File: src/rtl/cdq_pkg.sv
// Package for the circular deque unit: item structs, mode codes and sizing constants.
// Depends on nothing; every other file of the block imports it.
`timescale 1ns / 1ps

package cdq_pkg;

    localparam int DEPTH = 16;
    localparam int IDX_W = (DEPTH > 1) ? $clog2(DEPTH) : 1;
    localparam int CAP_W = 5;
    localparam int VAL_W = 32;

    localparam logic [CAP_W-1:0] CAP_MAX   = CAP_W'((DEPTH > 31) ? 31 : DEPTH);
    localparam logic [CAP_W-1:0] CAP_RESET = CAP_W'((16 > DEPTH) ? DEPTH : 16);
    localparam logic [CAP_W-1:0] CAP_MIN   = CAP_W'(1);

    localparam logic [2:0] MODE_PUSH_FRONT = 3'd0;
    localparam logic [2:0] MODE_PUSH_REAR  = 3'd1;
    localparam logic [2:0] MODE_POP_FRONT  = 3'd2;
    localparam logic [2:0] MODE_POP_REAR   = 3'd3;
    localparam logic [2:0] MODE_QUERY      = 3'd4;

    localparam logic signed [VAL_W-1:0] EMPTY_VALUE = -32'sd1;

    typedef struct packed {
        logic [2:0]              mode;
        logic signed [VAL_W-1:0] value;
    } in_item_t;

    typedef struct packed {
        logic                    ok;
        logic signed [VAL_W-1:0] front_value;
        logic signed [VAL_W-1:0] rear_value;
        logic                    is_empty;
        logic                    is_full;
    } out_item_t;

    typedef struct packed {
        logic apply;
        logic cfg_write;
        logic read_en;
        logic load_out;
    } cdq_cmd_t;

endpackage

File: src/rtl/cdq_ctrl.sv
// Controller state machine of the circular deque unit.
// Sequences apply, slot read and result load; depends on cdq_pkg.
`timescale 1ns / 1ps

module cdq_ctrl
    import cdq_pkg::*;
(
    input  logic     clk,
    input  logic     rst_n,
    input  logic     in_valid,
    output logic     in_ready,
    output logic     out_valid,
    input  logic     out_ready,
    input  logic     cfg_valid,
    output logic     cfg_ready,
    output cdq_cmd_t cmd
);

    localparam logic [1:0] ST_IDLE = 2'd0;
    localparam logic [1:0] ST_READ = 2'd1;
    localparam logic [1:0] ST_LOAD = 2'd2;

    logic [1:0] state_reg;
    logic [1:0] state_next;
    logic       out_valid_reg;
    logic       out_valid_next;
    logic       out_free;

    assign in_ready  = (state_reg == ST_IDLE) && !cfg_valid;
    assign cfg_ready = (state_reg == ST_IDLE);
    assign out_valid = out_valid_reg;
    assign out_free  = !out_valid_reg || out_ready;

    always_comb
    begin
        state_next     = state_reg;
        out_valid_next = out_valid_reg;
        cmd            = '0;
        if (out_valid_reg && out_ready)
        begin
            out_valid_next = 1'b0;
        end
        unique case (state_reg)
            ST_IDLE:
            begin
                cmd.cfg_write = cfg_valid;
                cmd.apply     = in_valid && !cfg_valid;
                if (in_valid && !cfg_valid)
                begin
                    state_next = ST_READ;
                end
            end
            ST_READ:
            begin
                cmd.read_en = 1'b1;
                state_next  = ST_LOAD;
            end
            ST_LOAD:
            begin
                if (out_free)
                begin
                    cmd.load_out   = 1'b1;
                    out_valid_next = 1'b1;
                    state_next     = ST_IDLE;
                end
            end
            default:
            begin
                state_next = ST_IDLE;
            end
        endcase
    end

    always_ff @(posedge clk or negedge rst_n)
    begin
        if (!rst_n)
        begin
            state_reg     <= ST_IDLE;
            out_valid_reg <= 1'b0;
        end
        else
        begin
            state_reg     <= state_next;
            out_valid_reg <= out_valid_next;
        end
    end

endmodule

File: src/rtl/cdq_datapath.sv
// Datapath of the circular deque unit: slot memory, ring pointers, capacity and result register.
// Driven by commands from cdq_ctrl; depends on cdq_pkg.
`timescale 1ns / 1ps

module cdq_datapath
    import cdq_pkg::*;
(
    input  logic             clk,
    input  logic             rst_n,
    input  cdq_cmd_t         cmd,
    input  in_item_t         in_data,
    input  logic [CAP_W-1:0] cfg_data,
    output out_item_t        out_data
);

    logic [VAL_W-1:0] slots [DEPTH];

    logic [IDX_W-1:0] head_reg;
    logic [IDX_W-1:0] head_next;
    logic [IDX_W-1:0] tail_reg;
    logic [IDX_W-1:0] tail_next;
    logic             empty_reg;
    logic             empty_next;
    logic [CAP_W-1:0] cap_reg;
    logic [CAP_W-1:0] cap_next;
    logic             ok_reg;
    logic             ok_next;
    logic             wr_en;
    logic [IDX_W-1:0] wr_addr;
    logic             full;
    logic [VAL_W-1:0] front_q_reg;
    logic [VAL_W-1:0] rear_q_reg;
    out_item_t        out_reg;

    function automatic logic [IDX_W-1:0] wrap_dec(input logic [IDX_W-1:0] i,
                                                  input logic [CAP_W-1:0] cap);
        logic [IDX_W-1:0] r;
        if (i == '0)
        begin
            r = IDX_W'(cap - CAP_MIN);
        end
        else
        begin
            r = i - IDX_W'(1);
        end
        return r;
    endfunction

    function automatic logic [IDX_W-1:0] wrap_inc(input logic [IDX_W-1:0] i,
                                                  input logic [CAP_W-1:0] cap);
        logic [CAP_W-1:0] n;
        logic [IDX_W-1:0] r;
        n = CAP_W'(i) + CAP_MIN;
        if (n >= cap)
        begin
            r = '0;
        end
        else
        begin
            r = IDX_W'(n);
        end
        return r;
    endfunction

    assign full = !empty_reg && (head_reg == tail_reg);

    always_comb
    begin
        head_next  = head_reg;
        tail_next  = tail_reg;
        empty_next = empty_reg;
        cap_next   = cap_reg;
        ok_next    = ok_reg;
        wr_en      = 1'b0;
        wr_addr    = tail_reg;
        if (cmd.cfg_write)
        begin
            if (cfg_data == '0)
            begin
                cap_next = CAP_MIN;
            end
            else if (cfg_data > CAP_MAX)
            begin
                cap_next = CAP_MAX;
            end
            else
            begin
                cap_next = cfg_data;
            end
            head_next  = '0;
            tail_next  = '0;
            empty_next = 1'b1;
        end
        else if (cmd.apply)
        begin
            ok_next = 1'b0;
            unique case (in_data.mode)
                MODE_PUSH_FRONT:
                begin
                    if (!full)
                    begin
                        head_next  = wrap_dec(head_reg, cap_reg);
                        wr_en      = 1'b1;
                        wr_addr    = head_next;
                        empty_next = 1'b0;
                        ok_next    = 1'b1;
                    end
                end
                MODE_PUSH_REAR:
                begin
                    if (!full)
                    begin
                        wr_en      = 1'b1;
                        wr_addr    = tail_reg;
                        tail_next  = wrap_inc(tail_reg, cap_reg);
                        empty_next = 1'b0;
                        ok_next    = 1'b1;
                    end
                end
                MODE_POP_FRONT:
                begin
                    if (!empty_reg)
                    begin
                        head_next  = wrap_inc(head_reg, cap_reg);
                        empty_next = (head_next == tail_reg);
                        ok_next    = 1'b1;
                    end
                end
                MODE_POP_REAR:
                begin
                    if (!empty_reg)
                    begin
                        tail_next  = wrap_dec(tail_reg, cap_reg);
                        empty_next = (head_reg == tail_next);
                        ok_next    = 1'b1;
                    end
                end
                MODE_QUERY:
                begin
                    ok_next = 1'b1;
                end
                default:
                begin
                    ok_next = 1'b0;
                end
            endcase
        end
    end

    always_ff @(posedge clk or negedge rst_n)
    begin
        if (!rst_n)
        begin
            head_reg  <= '0;
            tail_reg  <= '0;
            empty_reg <= 1'b1;
            cap_reg   <= CAP_RESET;
        end
        else
        begin
            head_reg  <= head_next;
            tail_reg  <= tail_next;
            empty_reg <= empty_next;
            cap_reg   <= cap_next;
        end
    end

    always_ff @(posedge clk)
    begin
        ok_reg <= ok_next;
        if (wr_en)
        begin
            slots[wr_addr] <= in_data.value;
        end
        if (cmd.read_en)
        begin
            front_q_reg <= slots[head_reg];
            rear_q_reg  <= slots[wrap_dec(tail_reg, cap_reg)];
        end
        if (cmd.load_out)
        begin
            out_reg.ok          <= ok_reg;
            out_reg.front_value <= empty_reg ? EMPTY_VALUE : front_q_reg;
            out_reg.rear_value  <= empty_reg ? EMPTY_VALUE : rear_q_reg;
            out_reg.is_empty    <= empty_reg;
            out_reg.is_full     <= full;
        end
    end

    assign out_data = out_reg;

endmodule

File: src/rtl/circular_deque_unit.sv
// Top level of the circular deque unit: joins the controller and the datapath.
// Depends on cdq_pkg, cdq_ctrl and cdq_datapath.
//
// Channel   Direction  Handshake              Payload
// in        input      in_valid / in_ready    in_data   (in_item_t: mode, value)
// out       output     out_valid / out_ready  out_data  (out_item_t: ok, front, rear, flags)
// cfg       input      cfg_valid / cfg_ready  cfg_data  (capacity, 5 bits)
//
// Each transaction holds the block through its steps: the accepting cycle applies the operation,
// the read step reads the front and rear slots, and the load step loads the result and raises
// out_valid; the block takes no new transaction before the current one has been loaded.
// A new transaction is taken once the result is loaded, while that result still waits.
// A stalled output holds the block in its load step, and a capacity write blocks the input.
// Reset empties the deque and sets the capacity to 16; a capacity write empties it too.
`timescale 1ns / 1ps

module circular_deque_unit
    import cdq_pkg::*;
(
    input  logic             clk,
    input  logic             rst_n,
    input  logic             in_valid,
    output logic             in_ready,
    input  in_item_t         in_data,
    output logic             out_valid,
    input  logic             out_ready,
    output out_item_t        out_data,
    input  logic             cfg_valid,
    output logic             cfg_ready,
    input  logic [CAP_W-1:0] cfg_data
);

    cdq_cmd_t cmd;

    cdq_ctrl u_ctrl (
        .clk       (clk),
        .rst_n     (rst_n),
        .in_valid  (in_valid),
        .in_ready  (in_ready),
        .out_valid (out_valid),
        .out_ready (out_ready),
        .cfg_valid (cfg_valid),
        .cfg_ready (cfg_ready),
        .cmd       (cmd)
    );

    cdq_datapath u_datapath (
        .clk      (clk),
        .rst_n    (rst_n),
        .cmd      (cmd),
        .in_data  (in_data),
        .cfg_data (cfg_data),
        .out_data (out_data)
    );

endmodule

File: config.mk
export PLATFORM = sky130hd
export DESIGN_NAME = circular_deque_unit
export DESIGN_NICKNAME = d
export VERILOG_FILES = /design/src/rtl/cdq_pkg.sv /design/src/rtl/cdq_ctrl.sv /design/src/rtl/cdq_datapath.sv /design/src/rtl/circular_deque_unit.sv
export SDC_FILE = /design/constraint.sdc
export NUM_CORES = 1
export LEC_CHECK = 0
export BUFFER_PORTS_ARGS = -buffer_cell sky130_fd_sc_hd__buf_2
export CELL_PAD_IN_SITES_DETAIL_PLACEMENT = 0
export CELL_PAD_IN_SITES_GLOBAL_PLACEMENT = 1
export CORE_ASPECT_RATIO = 1.1
export CORE_MARGIN = 3
export CORE_UTILIZATION = 59
export DETAILED_ROUTE_END_ITERATION = 16
export PLACE_DENSITY_LB_ADDON = 0.1
export SLEW_MARGIN = 20
export SYNTH_ARGS = -nofsm -noshare
export SYNTH_HDL_FRONTEND = slang
export SYNTH_SLANG_ARGS = --single-unit
File: constraint.sdc
create_clock -name clk -period 8.7 [get_ports clk]
set_input_delay 1.74 -clock clk [delete_from_list [all_inputs] [get_ports clk]]
set_output_delay 1.74 -clock clk [all_outputs]
set_load 0.005 [all_outputs]
# Word level (Yosys, flattened, before mapping)

Memories as Yosys holds them, arrays and structs flattened. A register that Yosys moved wholly into a read port is not among the register bits.
Index checks and enable logic that the tools add are counted.

Input port bits: 45
Register bits after elaboration: 85
RAM bits: 512
Memories: 1

Memory list:

| memory           | depth | bits a word | read ports | clocked after memory_dff | wr ports | line               | RTL |
|---|---|---|---|---|---|---|---|
| u_datapath.slots | 16    | 32          | 2          | 2                        | 1        | cdq_datapath.sv:16 | `logic [VAL_W-1:0] slots [DEPTH];` |

$lt $le $gt $ge: 3
Reduce and logical (&&, ||, !) cells: 24
Bitwise gates (word level): 1
Muxes and demuxes: 53
Add/sub/neg operators: 5
Eq/ne operators: 16

Operator list:

| kind                                                                     | count |
|---|---|
| 4-bit 2-to-1 mux                                                         | 25 |
| 1-bit 2-to-1 mux                                                         | 18 |
| 4-bit case mux with 2 select lines                                       | 2 |
| 3-bit inequality test (second input constant)                            | 5 |
| 4-bit == test                                                            | 3 |
| 4-bit by 1-bit subtractor with 4-bit output (second input constant)      | 3 |
| 4-bit by 1-bit adder with 5-bit output (second input constant)           | 2 |
| 5-bit greater-or-equal comparator                                        | 2 |
| 5-bit 2-to-1 mux                                                         | 2 |
| 4-bit logical NOT                                                        | 2 |
| 4-bit AND reduction                                                      | 2 |
| 3-bit by 2-bit == test with 1-bit output (second input constant)         | 2 |
| 2-bit 2-to-1 mux                                                         | 3 |
| 1-bit case mux with 3 select lines                                       | 2 |
| 2-bit case mux with 3 select lines                                       | 1 |
| 3-bit nonzero test                                                       | 2 |
| 5-bit greater-than comparator (second input constant)                    | 1 |
| 5-bit logical NOT                                                        | 1 |
| 1-bit logical AND                                                        | 4 |
| 2-bit by 1-bit inequality test with 1-bit output (second input constant) | 2 |
| 2-bit AND reduction                                                      | 2 |
| 4-bit nonzero test                                                       | 1 |
| 2-bit OR reduction                                                       | 2 |
| 3-bit by 1-bit == test with 1-bit output (second input constant)         | 1 |
| other kinds (10)                                                         | 12 |

# Depth between registers and ports, before layout

Gate-level depths: netlist of run 1.

Word-level depth: 12
Gate-level depth with buffers: 12
Depth with buffers taken out: 9

# Modules after synthesis

From an unflattened synthesis of run 1, not the netlist that was laid out.

Cell total of the unflattened synthesis: 1875
Area total of the unflattened synthesis: 29970.0 µm²

By module, submodules not included:

| module       | area each (µm²) | times used | seq. area each (µm²) | cells an instance |
|---|---|---|---|---|
| cdq_datapath | 29826.1         | 1          | 19691.4              | 1861 |
| cdq_ctrl     | 143.9           | 1          | 75.1                 | 14 |

# Worst setup path before layout of run 1

No wires, ideal clock.

Path kind: input port to flip-flop
Start: input port out_ready
End: register u_datapath.out_reg, in the netlist u_datapath.out_data[0] (enable)
Cell stages on the path: 2
Setup time: 0.500 ns
Path slack: 3.343 ns
Arrival: 4.857 ns
Path through: nand2b_1 > nor2b_1

RTL lines:

| item        | line                      | RTL |
|---|---|---|
| from (decl) | circular_deque_unit.sv:26 | `input logic out_ready,` |
| to (decl)   | cdq_datapath.sv:33        | `out_item_t out_reg;` |

# Worst setup path in the final report of run 1

Start: register u_datapath.tail_reg[0]
End: register u_datapath.rear_q_reg[18] (read register of u_datapath.slots), data pin

Word-level cells in the longest chain between the ends: 3
Elaborated cells between the ends (all ways): 4
Those cells by class: add/sub: 1; mux: 2; reduce/logical: 1

RTL lines:

| item                                                                             | line                                   | RTL |
|---|---|---|
| from (decl)                                                                      | cdq_datapath.sv:20                     | `logic [IDX_W-1:0] tail_reg;` |
| from (signal assigned)                                                           | cdq_datapath.sv:162                    | `tail_reg <= tail_next;` |
| 4-bit by 1-bit subtractor with 4-bit output or 4-bit logical NOT (tied branches) | cdq_datapath.sv:44, cdq_datapath.sv:38 |  |
| 4-bit 2-to-1 mux (*)                                                             | cdq_datapath.sv:38                     | `if (i == '0)` |
| 4-bit 2-to-1 mux (*)                                                             | cdq_datapath.sv:175                    | `if (cmd.read_en)` |
| to (decl)                                                                        | cdq_datapath.sv:32                     | `logic [VAL_W-1:0] rear_q_reg;` |

Mark *: on every way between the ends. The rest lies on a longest branch, timed or not. The select of a mux whose other input is x is not followed.
A chain may end at the register's enable or synchronous reset.

==> impl_summary.txt, run 1 <==
----------------------------------------------------
[Status]
  Run status ... complete, no violations

[Critical path]
  Data arrival time of the worst path ... 4.84 ns
  Capture point of the worst reg-to-reg path ... u_datapath.rear_q_reg[18]
  Crit end category ... flop
  Reg2reg setup slack ... 4.16 ns
  Buf/Inv on CP ... 3
  Worst reg2reg path startpoint ... u_datapath.tail_reg[0]
  CP max stage cell ... sky130_fd_sc_hd__buf_12
  Data required time at the worst endpoint ... 9.00 ns
  Worst reg2reg path depth ... 10
  List of cells traversed by the critical path ... inv_1, ha_1, nor3b_4, mux2i_4, buf_4, buf_12, mux4_2, nor2b_1, a211oi_1, a21oi_1
  Start point of the critical path ... u_datapath.tail_reg[0]
  Type of origin of the critical path ... flop
  Largest incremental delay on the critical path ... 0.68 ns
  Cell family contributing the most delay on the critical path ... buffers and inverters
  Setup CP Type ... reg2reg
  Critical-path maximum fanout ... 92

[Route]
  Detailed-routing iteration count for the pre-antenna-repair pass ... 5
  Iter 0 DRT Violations ... 1539
  Number of vias in the routed layout ... 15100
  Post-Route WL ... 64.6 mm
  Post-DRT Antenna Nets ... 0
  Average routed wire per standard cell ... 28.4 µm
  DRC errors left ... 0
  Ratio of routed vias to standard cells ... 6.62

[Floorplanning]
  Die outline area ... 52600 µm²
  Initial core utilization ... 59.9%
  Chip height ... 240 µm
  FP Rows ... 85
  Count of boundary I/O pins ... 115
  Placeable core region ... 49100 µm²
  Overall die width ... 219 µm

[Layout]
  Utilization after layout ... 67.0%
  Most frequent cells in the layout ... 644 x sky130_fd_sc_hd__edfxtp_1, 288 x sky130_fd_sc_hd__mux4_2, 114 x sky130_fd_sc_hd__buf_2, 70 x sky130_fd_sc_hd__clkbuf_16, 64 x sky130_fd_sc_hd__or2_2
  Share of post-route cells with drive strength above 1 ... 38.4%
  Final-stage net count ... 1634
  Number of antenna cells inserted ... 0
  Area growth, synth to finish ... 11.7%
  Register with the most flip-flops ... u_datapath.slots
  Largest register FFs ... 512
  Commonest non-fill, non-tap cell in the layout ... sky130_fd_sc_hd__edfxtp_1

[Placement]
  Count of input and output buffers ... 114
  HPWL after detailed placement ... 35.9 mm
  Final RePlAce weighted congestion ... 0.787

[Yosys]
  Fraction of the yosys area taken by sequential cells ... 67.1%
  Flip-flop cell with the highest count after synthesis ... sky130_fd_sc_hd__edfxtp_1
  Number of flip-flops and latches in the synthesized netlist ... 661
  Leading area contributor after synthesis ... sky130_fd_sc_hd__edfxtp_1
  Number of synthesis warnings ... 0
  Syn avg cell area ... 20.2 µm²
  Most area-consuming cells after synthesis ... sky130_fd_sc_hd__edfxtp_1 66%, sky130_fd_sc_hd__mux4_2 22%, sky130_fd_sc_hd__mux2i_1 1.4%
  Gate Count Post-Synth ... 1456
  Share of synthesized registers carrying an async set or reset ... 2.57%
  Number of distinct library cell variants in the gate-level netlist after synthesis ... 51
  Number of synthesized flops with an enable pin ... 644
  Top-area cell type share of the netlist area ... 65.7%
  Net count of the mapped netlist ... 1516
  Mapped cell area ... 29500 µm²

[Timing]
  Largest clock skew in the final design ... 0.0165 ns
  Upper clock frequency limit ... 220 MHz
  Hold slack ... 0.435 ns
  Final Max Slew Viols ... 0
  Total negative setup slack ... 0 ns
  Worst slew margin relative to its limit ... 33.0%
  Count of endpoints failing hold in the final timing report ... 0
  Number of setup violations in the final report ... 0
  Setup repair after global routing missed its margin ... false
  Transition time at the pin with the least slew margin ... 1.00 ns
  Final cycle utilization of the critical path ... 52.2%
  Min Tclk post-route ... 4.54 ns

[Worst hold path]
  Hold EP ... u_datapath.out_data[66]
  Cell count of the worst hold path ... 0
  Launch point of the worst hold path ... u_datapath.ok_reg
  Class of the most critical hold timing path ... reg2reg

[Clock tree]
  Bufs on Longest Clock Path ... 3
  Clock slew at the register clock pins of the worst setup and hold paths ... 0.06 ns
  Insertion delay of the later-clocked pin in the worst-skew pair ... 0.59 ns
  TritonCTS clock tree ... done
  H-tree Lvls ... 3
  Number of hold-repair buffers added at the cts stage ... 0
  Count of buffers added by post-CTS timing repair for setup ... 0
  Total CTS buffers ... 68
  Post-cts sizing count ... 0
  Clock tree root driver cell ... sky130_fd_sc_hd__clkbuf_16
  Clock tree sinks ... 661

[Run]
  Maximum capacitance violations ... 0

[Power]
  Leakage power total ... 10.2 nW
  Pwr per Cell Area ... 230 nW/µm²
  Worst supply voltage drop on vdd ... 0.000157 V

[GRT]
  Number of antenna violations at the first check in global routing ... 1
  Total congestion overflow ... 0
  Vias in the first global route ... 15700
  Pin count of the biggest net entering global routing ... 109
  Global Route Usage Sum ... 25.7%
  First-pass GRT wire length ... 99.2 mm

----------------------------------------------------
kinds of logic after synthesis:
logic type,synth area share (%)
buffers and inverters,1.83
muxes,23.6
AOI/OAI and AO/OA,2.43
DFF,67.1
adders and majority gates,0.637
and+or+nand+nor,3.90
xor gates and xnor gates,0.476
cell type report:
class / count / area (µm²)
Fill cell: 3237 / 16200
Multi-Input combinational cell: 677 / 9330
Clock buffer: 84 / 1800
Sequential cell: 661 / 19800
Timing Repair Buffer: 148 / 923
Tap cell: 652 / 816
Clock inverter: 34 / 191
Inverter: 18 / 67.6
cells in the mapped netlist (all sizes together) (2+ instances only):
| library cell | number |
|---|---|
| a32oi | 2 |
| nand2 | 23 |
| dfrtp | 15 |
| ha | 15 |
| buf | 57 |
| a21oi | 34 |
| a221oi | 2 |
| nand3 | 7 |
| mux2 | 4 |
| o21ai | 18 |
| mux2i | 42 |
| nand2b | 6 |
| a211oi | 36 |
| xnor2 | 12 |
| and3 | 7 |
| o211ai | 5 |
| nor4 | 3 |
| o221ai | 2 |
| nor3 | 7 |
| dfstp | 2 |
| nor3b | 4 |
| clkbuf | 43 |
| nand4 | 3 |
| inv | 18 |
| nand3b | 3 |
| o31a | 3 |
| and2 | 3 |
| or2 | 64 |
| edfxtp | 644 |
| mux4 | 288 |
| nor2b | 37 |
| nor2 | 31 |
| xor2 | 4 |
metal layers:
layer | global-route usage, % | wire length [µm] | share of wire [%]
met1 | 36.5 | 26000 | 40
met2 | 42.1 | 32700 | 51
met3 | 4.39 | 4230 | 6.6
met4 | 7.64 | 1620 | 2.5
met5 | 0 | 13 | 0.020
worst max path at each step:
| stage | end | cells after the start |
|---|---|---|
| after floorplan | u_datapath.out_data[0] | 2 |
| after global placement | u_datapath.slots[14][14] | 7 |
| after detailed placement | u_datapath.slots[3][30] | 8 |
| after CTS | u_datapath.rear_q_reg[16] | 10 |
| after global routing | u_datapath.rear_q_reg[16] | 10 |
| final | u_datapath.rear_q_reg[18] | 10 |
through the flow:
stage / cell area (µm²) / std cells / worst slack [ns] / total power, mW
2_1_floorplan: 29500 / 1456 / 3.34 / 4.65
3_3_place_gp: 30800 / 2152 / 3.85 / 4.96
3_5_place_dp: 30900 / 2156 / 3.83 / 4.97
4_1_cts: 32900 / 2274 / 4.12 / 7.63
5_1_grt: 32900 / 2274 / 3.80 / 7.86
6_report: 32900 / 2274 / 4.16 / 7.56
power by group:
part	switching [mW]	total, mW	internal (mW)
clock	1.17	2.67	1.50
sequential	0.0291	3.62	3.59
combinational	0.698	1.27	0.576
total	1.89	7.56	5.67
Power figures use the tool's default switching activity.
==> run 2: changes to the inputs <==
--- a/config.mk
+++ b/config.mk
@@ -10,7 +10,7 @@
 export CELL_PAD_IN_SITES_GLOBAL_PLACEMENT = 1
 export CORE_ASPECT_RATIO = 1.1
 export CORE_MARGIN = 3
-export CORE_UTILIZATION = 59
+export CORE_UTILIZATION = 55
 export DETAILED_ROUTE_END_ITERATION = 16
 export PLACE_DENSITY_LB_ADDON = 0.1
 export SLEW_MARGIN = 20
==> constraint.sdc (replaced) <==
create_clock -name clk -period 4.2 [get_ports clk]
set_input_delay 0.84 -clock clk [delete_from_list [all_inputs] [get_ports clk]]
set_output_delay 0.84 -clock clk [all_outputs]
set_load 0.005 [all_outputs]
==> impl_summary.txt, run 2 (synthesis gave the netlist of run 1 again) <==
----------------------------------------------------
[Timing]
  Min Tclk post-route ... 3.63 ns (-0.913 ns)
  Final cycle utilization of the critical path ... 86.3% (+34 points)
  Total negative setup slack ... 0 ns (unchanged)
  Worst slew margin relative to its limit ... 30.3% (-2.7 points)
  Number of setup violations in the final report ... 0 (unchanged)
  Final Max Slew Viols ... 0 (unchanged)
  Count of endpoints failing hold in the final timing report ... 0 (unchanged)
  Transition time at the pin with the least slew margin ... 1.05 ns (+0.0404 ns)
  Upper clock frequency limit ... 276 MHz (+25%)
  Setup repair after global routing missed its margin ... false
  Largest clock skew in the final design ... 0.0184 ns (+0.00196 ns)

[Placement]
  Count of input and output buffers ... 114 (unchanged)
  Post-placement cell area ... 31400 µm² (+1.5%)
  HPWL after detailed placement ... 38.3 mm (+6.9%)
  Final RePlAce weighted congestion ... 0.784 (-0.38%)

[Route]
  Post-Route WL ... 69.5 mm (+7.6%)
  Ratio of routed vias to standard cells ... 6.58 (-0.58%)
  Total met3 wirelength after detailed routing ... 4.81 mm (+14%)
  Wire length on met1 ... 28.3 mm (+8.5%)
  DRC errors left ... 0 (unchanged)
  Average routed wire per standard cell ... 29.8 µm (+5.1%)
  Detailed-routing iteration count for the pre-antenna-repair pass ... 5 (unchanged)
  Post-DRT Antenna Nets ... 0 (unchanged)
  Met2 routed WL ... 35.3 mm (+8.2%)
  Highest signal layer in the routed design ... met5
  Iter 0 DRT Violations ... 1597 (+3.8%)
  Number of vias in the routed layout ... 15300 (+1.8%)

[Clock tree]
  TritonCTS clock tree ... done
  Number of hold-repair buffers added at the cts stage ... 0 (unchanged)
  Count of buffers added by post-CTS timing repair for setup ... 0 (unchanged)
  Post-cts sizing count ... 0 (unchanged)
  Clock tree sinks ... 661 (unchanged)
  Clock tree root driver cell ... sky130_fd_sc_hd__clkbuf_16
  Bufs on Longest Clock Path ... 3 (unchanged)
  Insertion delay of the later-clocked pin in the worst-skew pair ... 0.61 ns (+0.02 ns)
  Total CTS buffers ... 68 (unchanged)
  Clock slew at the register clock pins of the worst setup and hold paths ... 0.06 ns (about the same)
  H-tree Lvls ... 3 (unchanged)

[GRT]
  Pin count of the biggest net entering global routing ... 80 (-27%)
  Total congestion overflow ... 0 (unchanged)
  Number of antenna violations at the first check in global routing ... 4 (+3)
  Global Route Usage Sum ... 25.5% (-0.26 points)
  Vias in the first global route ... 15900 (+0.92%)
  First-pass GRT wire length ... 104 mm (+4.5%)

[Critical path]
  Data required time at the worst endpoint ... 4.52 ns (-4.48 ns)
  Reg2reg setup slack ... 0.57 ns (-3.59 ns)
  Setup CP Type ... reg2reg
  Crit end category ... flop
  Data arrival time of the worst path ... 3.95 ns (-0.89 ns)
  Type of origin of the critical path ... flop
  Critical-path maximum fanout ... 15 (-84%)

[Layout]
  Commonest non-fill, non-tap cell in the layout ... sky130_fd_sc_hd__edfxtp_1
  Largest register FFs ... 512 (unchanged)
  Area growth, synth to finish ... 14.0%
  Post-layout instance area ... 33600 µm² (+2.0%)
  Final-stage net count ... 1659 (+1.5%)
  Share of post-route cells with drive strength above 1 ... 40.0% (+1.5 points)
  Register with the most flip-flops ... u_datapath.slots
  Most frequent cells in the layout ... 644 x sky130_fd_sc_hd__edfxtp_1, 288 x sky130_fd_sc_hd__mux4_2, 114 x sky130_fd_sc_hd__buf_2, 71 x sky130_fd_sc_hd__clkbuf_16, 64 x sky130_fd_sc_hd__or2_2

[Power]
  Leakage power total ... 10.5 nW (+2.9%)
  Pwr per Cell Area ... 485 nW/µm² (+110%)
  Worst supply voltage drop on vdd ... 0.000367 V (+130%)

[Run]
  Maximum capacitance violations ... 0 (unchanged)

[Floorplanning]
  Count of boundary I/O pins ... 115 (unchanged)
  Initial core utilization ... 55.8% (-4.1 points)
  Die outline area ... 56400 µm² (+7.1%)
  FP Rows ... 88 (+3.5%)
  Chip height ... 249 µm (+3.5%)
  Placeable core region ... 52700 µm² (+7.3%)
  Overall die width ... 227 µm (+3.5%)

[Status]
  Run status ... complete, no violations

[Worst hold path]
  Class of the most critical hold timing path ... in2async

----------------------------------------------------
==> run 2: cell count changes in the layout (fill, tap and decap cells not counted), moves of 2 or more <==
cell,before,now
sky130_fd_sc_hd__buf_12,3,27
sky130_fd_sc_hd__buf_16,3,0
sky130_fd_sc_hd__buf_4,28,32
sky130_fd_sc_hd__bufinv_16,1,6
sky130_fd_sc_hd__clkbuf_1,14,12
sky130_fd_sc_hd__clkinv_1,16,11
sky130_fd_sc_hd__clkinv_4,0,3
sky130_fd_sc_hd__diode_2,0,2
sky130_fd_sc_hd__inv_6,0,2
==> run 2: area by class of cell <==
type	count	area (µm²)
clock inverter	40	385
inverter	18	67.6
fill	3582	19200
clock buffer	83	1820
tap	675	845
sequential	661	19800
multi-input combinational	677	9330
antenna	2	5.00
timing repair buffer	173	1350
==> run 2: worst paths after layout <==
check,startpoint,end,cells past startpoint
hold reg to reg,u_datapath.ok_reg,u_datapath.out_data[66],0
setup reg to reg,u_datapath.tail_reg[1],u_datapath.rear_q_reg[21],10
min in group clk,u_datapath.ok_reg,u_datapath.out_data[66],0
hold / removal,rst_n,u_datapath.cap_reg[0],1
setup / recovery,u_datapath.tail_reg[1],u_datapath.rear_q_reg[21],10
max in group asynchronous,rst_n,u_datapath.head_reg[0],1
==> run 2: per-layer routing <==
| metal | vias up | GRT usage [%] |
|---|---|---|
| met5 | - | 0 |
| met3 | 93 | 4.80 |
| met1 | 8221 | 36.4 |
| li1 | 6448 | - |
| met4 | 2 | 5.79 |
| met2 | 567 | 41.5 |
==> run 2: power by group <==
part,leakage [nW],internal [mW],switching [mW]
Sequential,5.91,7.44,0.0547
Combinational,3.49,1.33,1.47
Clock,1.08,3.48,2.50
==> run 2: worst max-delay path: stages, from the launching register on <==
cell and delay (ns):
sky130_fd_sc_hd__dfrtp_1 0.47, sky130_fd_sc_hd__inv_1 0.18, sky130_fd_sc_hd__ha_1 0.31, sky130_fd_sc_hd__nor3b_4 0.36
sky130_fd_sc_hd__mux2i_4 0.56, sky130_fd_sc_hd__buf_12 0.27, sky130_fd_sc_hd__buf_12 0.19, sky130_fd_sc_hd__mux4_2 0.49
sky130_fd_sc_hd__nor2b_1 0.14, sky130_fd_sc_hd__a211oi_1 0.24, sky130_fd_sc_hd__a21oi_1 0.09
==> run 2: per-stage QoR <==
step	hold WS (ns)	worst slack [ns]	std cells	utilization, %	power, mW
finish	0.176	0.574	2329	63.7	16.3
global route	0.187	0.390	2327	63.7	16.9
CTS	0.162	0.573	2327	63.7	16.4
detailed placement	0.419	0.484	2204	59.5	10.5
global placement	0.408	0.633	2204	59.5	10.4
floorplan	0.400	0.162	1456	-	9.63
